--- config.mk ---
export PLATFORM = sky130hd
export DESIGN_NAME = bis_queue
export DESIGN_NICKNAME = d
export VERILOG_FILES = /design/src/bis_pkg.sv /design/src/bis_queue.sv
export SDC_FILE = /design/constraint.sdc
export NUM_CORES = 1
export LEC_CHECK = 0
export BUFFER_PORTS_ARGS = -buffer_cell sky130_fd_sc_hd__buf_2
export CAP_MARGIN = 40
export CORE_MARGIN = 5
export CORE_UTILIZATION = 57
export DETAILED_ROUTE_END_ITERATION = 7
export PLACE_DENSITY = 0.8
export SETUP_SLACK_MARGIN = 0.02
export SYNTH_ARGS = -nofsm -noshare
export SYNTH_HDL_FRONTEND = slang
export SYNTH_SLANG_ARGS = --single-unit
--- constraint.sdc ---
create_clock -name clk -period 5.25 [get_ports clk]
set_input_delay 1.05 -clock clk [delete_from_list [all_inputs] [get_ports clk]]
set_output_delay 1.05 -clock clk [all_outputs]
set_load 0.01 [all_outputs]
--- src/bis_pkg.sv ---
// Shared types and constants for the bilinear image scaler.
// No dependencies; compiled first.
`default_nettype none

package bis_pkg;

  localparam int PIX_W      = 8;
  localparam int SRC_W      = 9;
  localparam int DST_W      = 12;
  localparam int DIM_W      = 10;
  localparam int STEP_W     = 26;
  localparam int POS_FRAC   = 16;
  localparam int POS_W      = DST_W + STEP_W;
  localparam int IP_W       = POS_W - POS_FRAC;
  localparam int CFG_IDX_W  = 3;
  localparam int CFG_DATA_W = 26;

  typedef enum logic [CFG_IDX_W-1:0] {
    REG_SOURCE_WIDTH    = 3'd0,
    REG_SOURCE_HEIGHT   = 3'd1,
    REG_HORIZONTAL_STEP = 3'd2,
    REG_VERTICAL_STEP   = 3'd3,
    REG_INTERP_MODE     = 3'd4
  } reg_idx_t;

  localparam logic ACT_WRITE     = 1'b0;
  localparam logic ACT_QUERY     = 1'b1;
  localparam logic MODE_NEAREST  = 1'b0;
  localparam logic MODE_BILINEAR = 1'b1;

  // Live configuration, with frame dimensions held as the last valid index.
  typedef struct packed {
    logic [STEP_W-1:0] hstep;
    logic [STEP_W-1:0] vstep;
    logic              mode;
    logic [DIM_W-1:0]  last_col;
    logic [DIM_W-1:0]  last_row;
  } bis_cfg_t;

  // Classified item passed from the front end to the back end.
  typedef struct packed {
    logic             is_query;
    logic             wr_ok;
    logic [SRC_W-1:0] src_col;
    logic [SRC_W-1:0] src_row;
    logic [PIX_W-1:0] pixel;
    logic [POS_W-1:0] pos_x;
    logic [POS_W-1:0] pos_y;
    logic [DST_W-1:0] dst_col;
    logic [DST_W-1:0] dst_row;
  } bis_item_t;

endpackage

`default_nettype wire

--- src/bis_queue.sv ---
// Short FIFO between the front and back ends of the scaler.
// Depends on bis_pkg.
`default_nettype none

module bis_queue #(
  parameter int DEPTH = 4
) (
  input  logic                clk,
  input  logic                rst_n,
  input  logic                push,
  input  bis_pkg::bis_item_t  push_item,
  output logic                full,
  input  logic                pop,
  output bis_pkg::bis_item_t  head_item,
  output logic                empty
);
  import bis_pkg::*;

  localparam int PTR_W = (DEPTH > 1) ? $clog2(DEPTH) : 1;
  localparam int CNT_W = $clog2(DEPTH + 1);

  bis_item_t        slot_r [DEPTH];
  logic [PTR_W-1:0] wr_ptr_r;
  logic [PTR_W-1:0] rd_ptr_r;
  logic [CNT_W-1:0] count_r;

  assign full      = (count_r == CNT_W'(DEPTH));
  assign empty     = (count_r == '0);
  assign head_item = slot_r[rd_ptr_r];

  always_ff @(posedge clk) begin
    if (!rst_n) begin
      wr_ptr_r <= '0;
      rd_ptr_r <= '0;
      count_r  <= '0;
    end else begin
      if (push) begin
        wr_ptr_r <= (wr_ptr_r == PTR_W'(DEPTH - 1)) ? '0 : wr_ptr_r + 1'b1;
      end
      if (pop) begin
        rd_ptr_r <= (rd_ptr_r == PTR_W'(DEPTH - 1)) ? '0 : rd_ptr_r + 1'b1;
      end
      if (push && !pop) begin
        count_r <= count_r + 1'b1;
      end else if (pop && !push) begin
        count_r <= count_r - 1'b1;
      end
    end
  end

  always_ff @(posedge clk) begin
    if (push) begin
      slot_r[wr_ptr_r] <= push_item;
    end
  end

  a_no_pop_empty: assert property (@(posedge clk) disable iff (!rst_n) pop |-> !empty)
    else $error("queue popped while empty");
  a_no_push_full: assert property (@(posedge clk) disable iff (!rst_n) push |-> !full)
    else $error("queue pushed while full");
  a_count_track: assert property (@(posedge clk) disable iff (!rst_n)
      push && !pop |=> count_r == $past(count_r) + 1'b1)
    else $error("queue count lost a push");

endmodule

`default_nettype wire

======== Word level (Yosys, flattened, before mapping) ========
Memories as Yosys holds them, arrays and structs flattened. A register that Yosys moved wholly into a read port is not among the register bits.
Index checks and enable logic that the tools add are counted.
cells by class
  bitwise logic cells ..................... 0
  add/sub/neg operators ................... 4
  mux-type cells .......................... 8
  $mul .................................... 0
  eq/ne operators ......................... 3
  reductions and logical operators ........ 6
  magnitude comparators ................... 0
  div/mod/pow operators ................... 0
  shift-type cells ........................ 0
operators with widths
  operator             count
  $mux 2               4
  $mux 3               2
  $add 2x1->2 const B  2
  $eq 2x2->1 const B   2
  $add 3x1->3 const B  1
  $eq 3x3->1 const B   1
  $logic_not 3->1      1
  $sub 3x1->3 const B  1
  $logic_and 1x1->1    2
  $logic_not 1->1      2
  $mux 1               2
  $reduce_bool 2->1    1
word-level totals
  flip-flop bits (word level) ............. 7
  bits in writable memories ............... 512
  word-level logic and storage cells ...... 25
  bits in latches ......................... 0
  input port bits ......................... 132
  memories ................................ 1
  memory bits (read-only) ................. 0
memories
  name    depth  bits a word  rd ports  clocked after Yosys merged registers in  wr ports  line             text
  slot_r  4      128          1         1                                        1         bis_queue.sv:22  bis_item_t slot_r [DEPTH];

======== Depth between registers and ports, before layout ========
Gate-level depths: netlist of the first run.
  depth after elaboration ................. 4
  depth in mapped cells ................... 7
  depth with buffers taken out ............ 7

======== Least setup slack after synthesis of the first run ========
Ideal clock, no wire load.
  path kind ............................... input -> register
  start ................................... in push
  end ..................................... mem slot_r[0][0] (netlist name), enable pin
  path slack .............................. 0.765 ns
  cell stages on the path ................. 1
  setup time .............................. 0.502 ns
  arrival ................................. 3.983 ns
  path buffers ............................ 0
  cells stage by stage .................... and2_1
on the way
  cells in the longest elaborated chain, start to end .. 2
RTL lines
  element                       line             text
  start, declared               bis_queue.sv:10  input logic push,
  $mux 1                        bis_queue.sv:52  if (push) begin
  $mux 1 (implied by the code)  bis_queue.sv:53  slot_r[wr_ptr_r] <= push_item;
  end, declared                 bis_queue.sv:22
Every way passes these cells.

==> flow_summary.json, run 1 <==
{
  "finalWeightedCongestion": 0.720,
  "drc": 0,
  "final_cell_mix": "edfxtp_1, buf_2, mux4_2",
  "yosysUniqueCellTypes": 22,
  "fp.dieArea_sq_um": 37100,
  "clockRootBuffer": "clkbuf_16",
  "dp_cells": 1406,
  "cp_max_fo": 57,
  "synth-seq-area-share": 0.817,
  "placed_area_sq_um": 20800,
  "post-route-period-util": 0.698,
  "swShare": 0.209,
  "cellPowerDensity_nw_per_um2": 398,
  "rsz0062_at_grt": "false",
  "drv_cap": 0,
  "hold_viol_final": 0,
  "cp-start-kind": "flop",
  "clk_path_buf_depth": 3,
  "p_leak_uw": 0.00750,
  "cts_setup_buffers": 0,
  "grt_pass1_vias": 9064,
  "hpwlAfterDp_microns": 20900,
  "area_growth_pct": 17.5,
  "synth-seq-cells": 521,
  "clockPowerShare": 0.374,
  "synth_edf_count": 512,
  "htreeDepth": 2,
  "async_reset_ff_frac": 0,
  "cts-resized-gates": 0,
  "syn-instance-count": 712,
  "yosys_most_used_dff": "edfxtp_1",
  "postRouteAntennaNets": 0,
  "outcome": "complete, no violations",
  "instances_no_fill": 1500,
  "seq_power_share": 0.542,
  "grt_max_degree": 73,
  "grt_antenna_before_repair": 9,
  "p_switching_uw": 1860,
  "grtUsageTotal": 0.189,
  "grt_first_pass_wirelength_microns": 52600,
  "coreArea_sq_um": 33300,
  "cp_num_buf_inv": 2,
  "syn-num-nets": 851,
  "synth_warnings": 0,
  "vdd_drop_max_v": 0.000451,
  "fillers": 2025,
  "path_cells": "buf_12 -> mux4_2 -> buf_2",
  "finalSetupViolations": 0,
  "final_cell_area_sq_um": 22400,
  "drt_iter0_markers": 583,
  "min_period_ns": 3.66,
  "cts_made_buffers": 50,
  "critPathTopFamily": "flip-flops",
  "worst_pin_slew_ns": 0.643,
  "intPower_uw": 7040,
  "syn-cell-area_sq_um": 19000,
  "io_buffers": 261,
  "vias": 8445,
  "hold_path.class": "reg -> reg",
  "critical-path-slowest-cell": "dfxtp_4",
  "clock_skew_ns": 0.0161,
  "end_kind": "output pin",
  "avgSynthCellArea_sq_um": 26.7,
  "ios": 262,
  "grt_overflow_total": 0,
  "fmax_mhz": 273,
  "ctsHoldBuffers": 0,
  "die_h_microns": 193,
  "drive_above_1_share": 0.451,
  "avgRoutedWirePerCell_microns": 23.3,
  "drt_first_pass_iters": 5,
  "layout_commonest_cell": "edfxtp_1",
  "setup_tns_ns": 0,
  "critPathKind": "reg -> out",
  "rows": 67,
  "clock-sinks": 521,
  "combPwrFrac": 0.085,
  "critPathRequiredTime_ns": 4.20,
  "crit_arrival_ns": 2.61,
  "wirelength_microns": 34900,
  "post_drt_via_cell_ratio": 5.63,
  "start_util": 0.572,
  "critical_path.max_stage_delay_ns": 0.75,
  "fin_nets": 1149,
  "holdWs_ns": 0.535,
  "cts_tree": "built",
  "clk_latency_ns": 0.55,
  "die_x_microns": 193,
  "maxSlewHeadroom": 0.571,
  "clk_pin_slew_ns": 0.06,
  "slew_viol_final": 0
}
tightest hold or removal path, stage by stage (launching register included):
cell and delay, ns:
dfxtp_1 0.32, o21ai_0 0.08, a21boi_0 0.08
power by group through the flow:
stage / Clock, uW / Sequential [uW] / Combinational [uW]
after floorplan: 0 / 4910 / 461
after global placement: 0 / 4910 / 736
after detailed placement: 0 / 4910 / 764
after CTS: 3410 / 4830 / 772
after global routing: 3610 / 4840 / 819
final: 3330 / 4830 / 753
registers in the layout (all words and copies together) (netlist names), named ones only:
name      cells
rd_ptr_r      2
wr_ptr_r      2
slot_r      512
count_r       3
layout make-up:
type	instances	area [sq um]	area share
diodes	2	5.00	0.000224
clock buffers	69	1380	0.0619
clock inverters	23	154	0.00688
inverters	4	15.0	0.000671
multi-input cells	159	3160	0.141
flip-flops and latches	521	15600	0.696
well taps	448	561	0.0251
repair buffers	274	1530	0.0685
per-layer routing:
| metal | up-vias | track usage | wire length (microns) |
|---|---|---|---|
| met4 | 16 | 0.0411 | 538 |
| li1 | 3689 | - | - |
| met2 | 333 | 0.305 | 17500 |
| met5 | - | 0 | 115 |
| met1 | 4348 | 0.254 | 13300 |
| met3 | 59 | 0.0684 | 3510 |
logic make-up after synthesis:
kind of cell / count (synthesis) / share of synthesized area
AO/OA/AOI/OAI: 3 / 0.00105
AND/OR/NAND/NOR: 15 / 0.00473
multiplexers: 132 / 0.154
flip-flops: 521 / 0.817
buffers and inverters: 32 / 0.0173
XOR/XNOR: 2 / 0.000921
adder cells (fa/ha/maj): 7 / 0.00500
path summary, 6_finish.rpt:
kind / from / endpoint / slack [ns] / cells after the start
setup / recovery: flop / head_item[63] / 1.59 / 3
hold / removal: count_r[2]$_SDFFE_PN0P_ / count_r[2]$_SDFFE_PN0P_ / 0.53 / 2
setup reg to reg: wr_ptr_r[0]$_SDFFE_PN0P_ / slot_r[3][75]$_DFFE_PP_ / 3.27 / 3
hold reg to reg: count_r[2]$_SDFFE_PN0P_ / count_r[2]$_SDFFE_PN0P_ / 0.53 / 2
through the flow:
step | worst slack [ns] | total power, uW | utilization
2_1_floorplan | 0.765 | 5370 | -
3_3_place_gp | 2.08 | 5650 | 0.624
3_5_place_dp | 2.08 | 5680 | 0.626
4_1_cts | 1.49 | 9010 | 0.672
5_1_grt | 1.36 | 9270 | 0.672
6_report | 1.59 | 8910 | 0.672
synthesized netlist by cell type (2+ instances only):
cell / instances / area (sq um)
nor2b_1: 5 / 31.3
mux4_2: 128 / 2880
ha_1: 6 / 75.1
buf_2: 13 / 65.1
nor3_1: 2 / 10.0
buf_6: 4 / 45.0
buf_12: 10 / 200
and2_1: 5 / 31.3
inv_1: 4 / 15.0
mux2i_1: 4 / 40.0
dfxtp_1: 9 / 180
edfxtp_1: 512 / 15400
Note: power is estimated with default switching activity, not from simulation.
==> inputs of run 2 (changes only) <==
==> constraint.sdc (replaced) <==
create_clock -name clk -period 3.7 [get_ports clk]
set_input_delay 0.74 -clock clk [delete_from_list [all_inputs] [get_ports clk]]
set_output_delay 0.74 -clock clk [all_outputs]
set_load 0.01 [all_outputs]
==> run 2 against run 1 <==
Routed wire length grew 8.6%. Via count grew 2.3%. Clock skew grew 0.0044 ns. Cell area grew 0.38%. Non-clock buffer count grew 8. Utilization grew 0.26 points. Combinational power grew 45%. Power grew 42%. Count of clock-buffer cells in the layout shrank 8.
==> flow_summary.json, run 2 (synthesis gave the netlist of run 1 again) <==
{
  "outcome": "complete, no violations",
  "grt_antenna_before_repair": 2,
  "max_flop_register": "slot_r",
  "fp.dieArea_sq_um": 37100,
  "reg2reg_from": "wr_ptr_r[0]$_SDFFE_PN0P_",
  "vias": 8637,
  "drive_above_1_share": 0.456,
  "fmax_mhz": 320,
  "postRouteAntennaNets": 0,
  "critPathRequiredTime_ns": 2.96,
  "hold_viol_final": 0,
  "start_util": 0.572,
  "cts_setup_buffers": 0,
  "final_cell_mix": "edfxtp_1, buf_2, mux4_2",
  "drt_first_pass_iters": 4,
  "critPathKind": "reg -> out",
  "vdd_drop_max_v": 0.000552,
  "io_buffers": 261,
  "clk_pin_slew_ns": 0.06,
  "grtUsageTotal": 0.205,
  "clock_skew_ns": 0.0205,
  "min_from": "push_item[67]",
  "hpwlAfterDp_microns": 22100,
  "cts-resized-gates": 0,
  "maxSlewHeadroom": 0.515,
  "die_x_microns": 193,
  "rsz0062_at_grt": "false",
  "setup_tns_ns": 0,
  "r2r_end": "slot_r[3][106]$_DFFE_PP_",
  "seq_power_share": 0.542,
  "cellPowerDensity_nw_per_um2": 564,
  "min_period_ns": 3.13,
  "post-route-period-util": 0.845,
  "cts_made_buffers": 50,
  "cts_tree": "built",
  "p_switching_uw": 2730,
  "drc": 0,
  "grt_pass1_vias": 9146,
  "combPwrFrac": 0.086,
  "p_leak_uw": 0.00755,
  "fin_nets": 1157,
  "ctsHoldBuffers": 0,
  "drv_cap": 0,
  "die_h_microns": 193,
  "top_regs": "slot_r (512), count_r (3)",
  "ios": 262,
  "rrSetupSlack_ns": 1.70,
  "clock-sinks": 521,
  "finalWeightedCongestion": 0.708,
  "largest_register_ffs": 512,
  "worstHoldEndpoint": "slot_r[3][67]$_DFFE_PP_",
  "clk_latency_ns": 0.57,
  "holdPathStages": 1,
  "swShare": 0.215,
  "post_drt_via_cell_ratio": 5.73,
  "layout_commonest_cell": "edfxtp_1",
  "clockPowerShare": 0.372,
  "grt_overflow_total": 0,
  "clockRootBuffer": "clkbuf_16",
  "clk_path_buf_depth": 3,
  "cp-start-kind": "flop",
  "rows": 67,
  "drt_iter0_markers": 570,
  "grt_max_degree": 70,
  "slew_viol_final": 0,
  "end_kind": "output pin",
  "intPower_uw": 9940,
  "finalSetupViolations": 0,
  "r2r_cells": 3,
  "finalCoreUtilization": 0.675,
  "crit_arrival_ns": 2.39,
  "grt_first_pass_wirelength_microns": 55900,
  "avgRoutedWirePerCell_microns": 25.2,
  "area_growth_pct": 18.0,
  "htreeDepth": 2,
  "worst_pin_slew_ns": 0.727,
  "hold_path.class": "in -> reg",
  "wirelength_microns": 37900,
  "coreArea_sq_um": 33300,
  "cp_max_fo": 27
}
## run 2: worst max-delay path: stages (launching register included)
cell	delay (ns)
dfxtp_4	0.73
buf_12	0.32
mux4_2	0.58
buf_2	0.17
## run 2: per-stage QoR
| stage | worst slack (ns) | cells | cell area (sq um) | total power, uW | hold slack (ns) |
|---|---|---|---|---|---|
| 2_1_floorplan | 0.942 | 712 | 19000 | 7600 | 0.472 |
| 3_3_place_gp | 1.11 | 1414 | 20900 | 8030 | 0.496 |
| 3_5_place_dp | 1.08 | 1414 | 20900 | 8080 | 0.515 |
| 4_1_cts | 0.464 | 1506 | 22400 | 12800 | 0.348 |
| 5_1_grt | 0.402 | 1506 | 22400 | 13200 | 0.363 |
| 6_report | 0.574 | 1508 | 22500 | 12700 | 0.381 |
## run 2: area by class of cell
class / instances / area, sq um
inverters: 4 / 15.0
clock inverters: 31 / 171
diodes: 2 / 5.00
well taps: 448 / 561
fillers: 2032 / 10800
clock buffers: 61 / 1360
repair buffers: 282 / 1630
flip-flops and latches: 521 / 15600
multi-input cells: 159 / 3160
## run 2: routing by layer
metal | track usage | vias to the layer above | share of wire
met4 | 0.0612 | 2 | 0.023
met2 | 0.330 | 384 | 0.50
met1 | 0.276 | 4484 | 0.38
met3 | 0.0611 | 65 | 0.094
met5 | 0 | - | 0.00034
li1 | - | 3702 | -
## run 2: worst max-delay path by stage
stage / start / endpoint / slack [ns] / cells past startpoint
after floorplan: push / slot_r[3][0]$_DFFE_PP_ / 0.94 / 1
final: flop / head_item[8] / 0.57 / 3
after CTS: flop / head_item[8] / 0.46 / 3
after global routing: flop / head_item[8] / 0.40 / 3
after detailed placement: flop / head_item[18] / 1.08 / 3
after global placement: flop / head_item[74] / 1.11 / 3
## run 2: power groups by stage
stage | sequential, uW | clock [uW] | combinational, uW
after global routing | 6880 | 5100 | 1180
after floorplan | 6940 | 0 | 655
final | 6860 | 4710 | 1090
after global placement | 6960 | 0 | 1080
after detailed placement | 6980 | 0 | 1100
after CTS | 6860 | 4820 | 1120
==> inputs of run 3 (changes only) <==
--- a/config.mk
+++ b/config.mk
@@ -5,6 +5,7 @@
 export SDC_FILE = /design/constraint.sdc
 export NUM_CORES = 1
 export LEC_CHECK = 0
+export ABC_AREA = 1
 export BUFFER_PORTS_ARGS = -buffer_cell sky130_fd_sc_hd__buf_2
 export CAP_MARGIN = 40
 export CORE_MARGIN = 5
==> constraint.sdc (replaced) <==
create_clock -name clk -period 3.1 [get_ports clk]
set_input_delay 0.62 -clock clk [delete_from_list [all_inputs] [get_ports clk]]
set_output_delay 0.62 -clock clk [all_outputs]
set_load 0.01 [all_outputs]
==> run 3 against run 2 <==
Utilization down 0.48 points. Final cell count grew 36%. Critical endpoint is now head_item[56]. Setup slack worse by 0.42 ns. Die area is 3.9% higher.
==> flow_summary.json, run 3 <==
{
  "r2r_end": "slot_r[0][11]$_DFFE_PP_",
  "maxSlewHeadroom": 0.489,
  "post-route-period-util": 0.950,
  "path_cells": "buf_12 -> o21ai_0 -> o22ai_1 -> buf_2",
  "min_from": "push_item[20]",
  "synth_top_area_frac": 0.776,
  "syn-num-nets": 1436,
  "clockPowerShare": 0.370,
  "clock_skew_ns": 0.0159,
  "fp.dieArea_sq_um": 38600,
  "max_flop_register": "slot_r",
  "rows": 68,
  "use_met3": 0.0662,
  "reg2reg_from": "wr_ptr_r[0]$_SDFFE_PN0P_",
  "finalPower_uw": 15400,
  "min_period_ns": 2.95,
  "finalWeightedCongestion": 0.732,
  "intPower_uw": 11900,
  "grt_overflow_total": 0,
  "ios": 262,
  "crit_arrival_ns": 2.33,
  "rrSetupSlack_ns": 1.08,
  "drive_above_1_share": 0.276,
  "postRouteAntennaNets": 0,
  "vdd_drop_max_v": 0.000539,
  "drt_first_pass_iters": 5,
  "vias": 11700,
  "synth_edf_count": 512,
  "grtUsageTotal": 0.214,
  "worst_pin_slew_ns": 0.767,
  "syn-instance-count": 1297,
  "final_cell_mix": "edfxtp_1, buf_2, nor2_1",
  "cp.depth": 4,
  "grt_pass1_vias": 11700,
  "cts_made_buffers": 50,
  "clk_pin_slew_ns": 0.06,
  "busiest_layer": "met2",
  "seq_power_share": 0.527,
  "layout_commonest_cell": "edfxtp_1",
  "critPathTopFamily": "buffers and inverters",
  "drc": 0,
  "yosysUniqueCellTypes": 24,
  "end_kind": "output pin",
  "die_x_microns": 196,
  "fin_nets": 1688,
  "largest_register_ffs": 512,
  "cp-start-kind": "flop",
  "finalSetupViolations": 0,
  "critPathRequiredTime_ns": 2.48,
  "avgRoutedWirePerCell_microns": 20.7,
  "clk_latency_ns": 0.58,
  "grt_max_degree": 167,
  "critical_path.max_stage_delay_ns": 0.47,
  "syn-cell-area_sq_um": 19800,
  "slew_viol_final": 0,
  "combPwrFrac": 0.103,
  "htreeDepth": 2,
  "synth_warnings": 0,
  "drv_cap": 0,
  "p_leak_uw": 0.00803,
  "yosysMostFrequentCell": "edfxtp_1",
  "yosys_most_used_dff": "edfxtp_1",
  "hpwlAfterDp_microns": 24200,
  "die_h_microns": 196,
  "crit_path_end": "head_item[56]",
  "avgSynthCellArea_sq_um": 15.3,
  "cts_setup_buffers": 0,
  "top_regs": "slot_r (512), count_r (3)",
  "critical-path-slowest-cell": "buf_12",
  "clockRootBuffer": "clkbuf_16",
  "wirelength_microns": 42300,
  "critPathKind": "reg -> out",
  "swShare": 0.231,
  "ctsHoldBuffers": 0,
  "synth-seq-cells": 521,
  "fillers": 2310,
  "rsz0062_at_grt": "false",
  "synth_area_leaders": "edfxtp_1, nor2_1, o21ai_0, o21ai_1, o22ai_1",
  "clock-sinks": 521,
  "cts-resized-gates": 0,
  "grt_antenna_before_repair": 14,
  "synthTopCellsByCount": "edfxtp_1, nor2_1, o21ai_0",
  "setup_tns_ns": 0,
  "async_reset_ff_frac": 0,
  "io_buffers": 261,
  "drt_iter0_markers": 843,
  "met2_usage": 0.360,
  "r2r_cells": 5,
  "cts_tree": "built",
  "hold_viol_final": 0,
  "cp_num_buf_inv": 2,
  "synth-seq-area-share": 0.785,
  "cp_max_fo": 166,
  "cellPowerDensity_nw_per_um2": 669,
  "clk_path_buf_depth": 3,
  "p_switching_uw": 3570,
  "met1_usage": 0.273,
  "area_growth_pct": 16.5,
  "hold_path.class": "in -> reg",
  "coreArea_sq_um": 34500,
  "yosysTopAreaCell": "edfxtp_1",
  "grt_first_pass_wirelength_microns": 64600,
  "post_drt_via_cell_ratio": 5.73,
  "start_util": 0.575,
  "fmax_mhz": 339,
  "outcome": "complete, no violations"
}
## run 3: worst register-to-register path, delay by kind of cell (launching register included)
kind | cells | cell delay (ns)
buffers and inverters | 3 | 1.05
flip-flops | 1 | 0.40
adder cells (fa/ha/maj) | 1 | 0.20
AND/OR/NAND/NOR | 1 | 0.10
## run 3: metal layers
layer  vias to the layer above  wire [microns]  share of wire
met4                        20             678          0.016
met5                         -             131         0.0031
li1                       5435               -              -
met1                      5780           16500           0.39
met2                       421           21100           0.50
met3                        65            3930          0.093
## run 3: how the worst min path moves through the flow
stage,endpoint,cells after the start
after global placement,wr_ptr_r[1]$_SDFFE_PN0P_,2
after CTS,slot_r[2][123]$_DFFE_PP_,1
after detailed placement,wr_ptr_r[1]$_SDFFE_PN0P_,2
after floorplan,wr_ptr_r[1]$_SDFFE_PN0P_,2
final,slot_r[0][20]$_DFFE_PP_,1
after global routing,slot_r[2][28]$_DFFE_PP_,1
## run 3: power by group through the flow
stage	combinational (uW)	clock, uW	sequential [uW]
2_1_floorplan	938	0	8280
3_3_place_gp	1550	0	8270
3_5_place_dp	1600	0	8290
4_1_cts	1610	5810	8140
5_1_grt	1740	6160	8160
6_report	1590	5710	8140
## run 3: kinds of logic after synthesis
| kind of cell | Yosys count | share of synthesized area |
|---|---|---|
| simple gates | 278 | 0.0582 |
| compound gates | 390 | 0.119 |
| fa+ha+maj | 7 | 0.00480 |
| xor+xnor | 1 | 0.000442 |
| flops | 521 | 0.785 |
| buf+inv | 100 | 0.0323 |
## run 3: area by class of cell
class,instances,area (sq um),area share
antenna,5,12.5,0.000542
timing repair buffer,284,1690,0.0733
clock inverter,27,223,0.00965
multi-input combinational,676,3620,0.157
tap,455,569,0.0247
inverter,16,85.1,0.00369
sequential,521,15600,0.674
clock buffer,63,1320,0.0572
## run 3: per-stage QoR
step / hold WS (ns) / utilization / std cells / setup WS, ns / instance area (sq um)
5_1_grt: 0.231 / 0.670 / 2045 / 0.0551 / 23100
4_1_cts: 0.217 / 0.670 / 2042 / 0.146 / 23100
6_report: 0.248 / 0.670 / 2047 / 0.154 / 23100
2_1_floorplan: 0.490 / - / 1297 / 0.103 / 19800
3_5_place_dp: 0.537 / 0.625 / 1952 / 0.813 / 21500
3_3_place_gp: 0.508 / 0.625 / 1952 / 0.846 / 21500
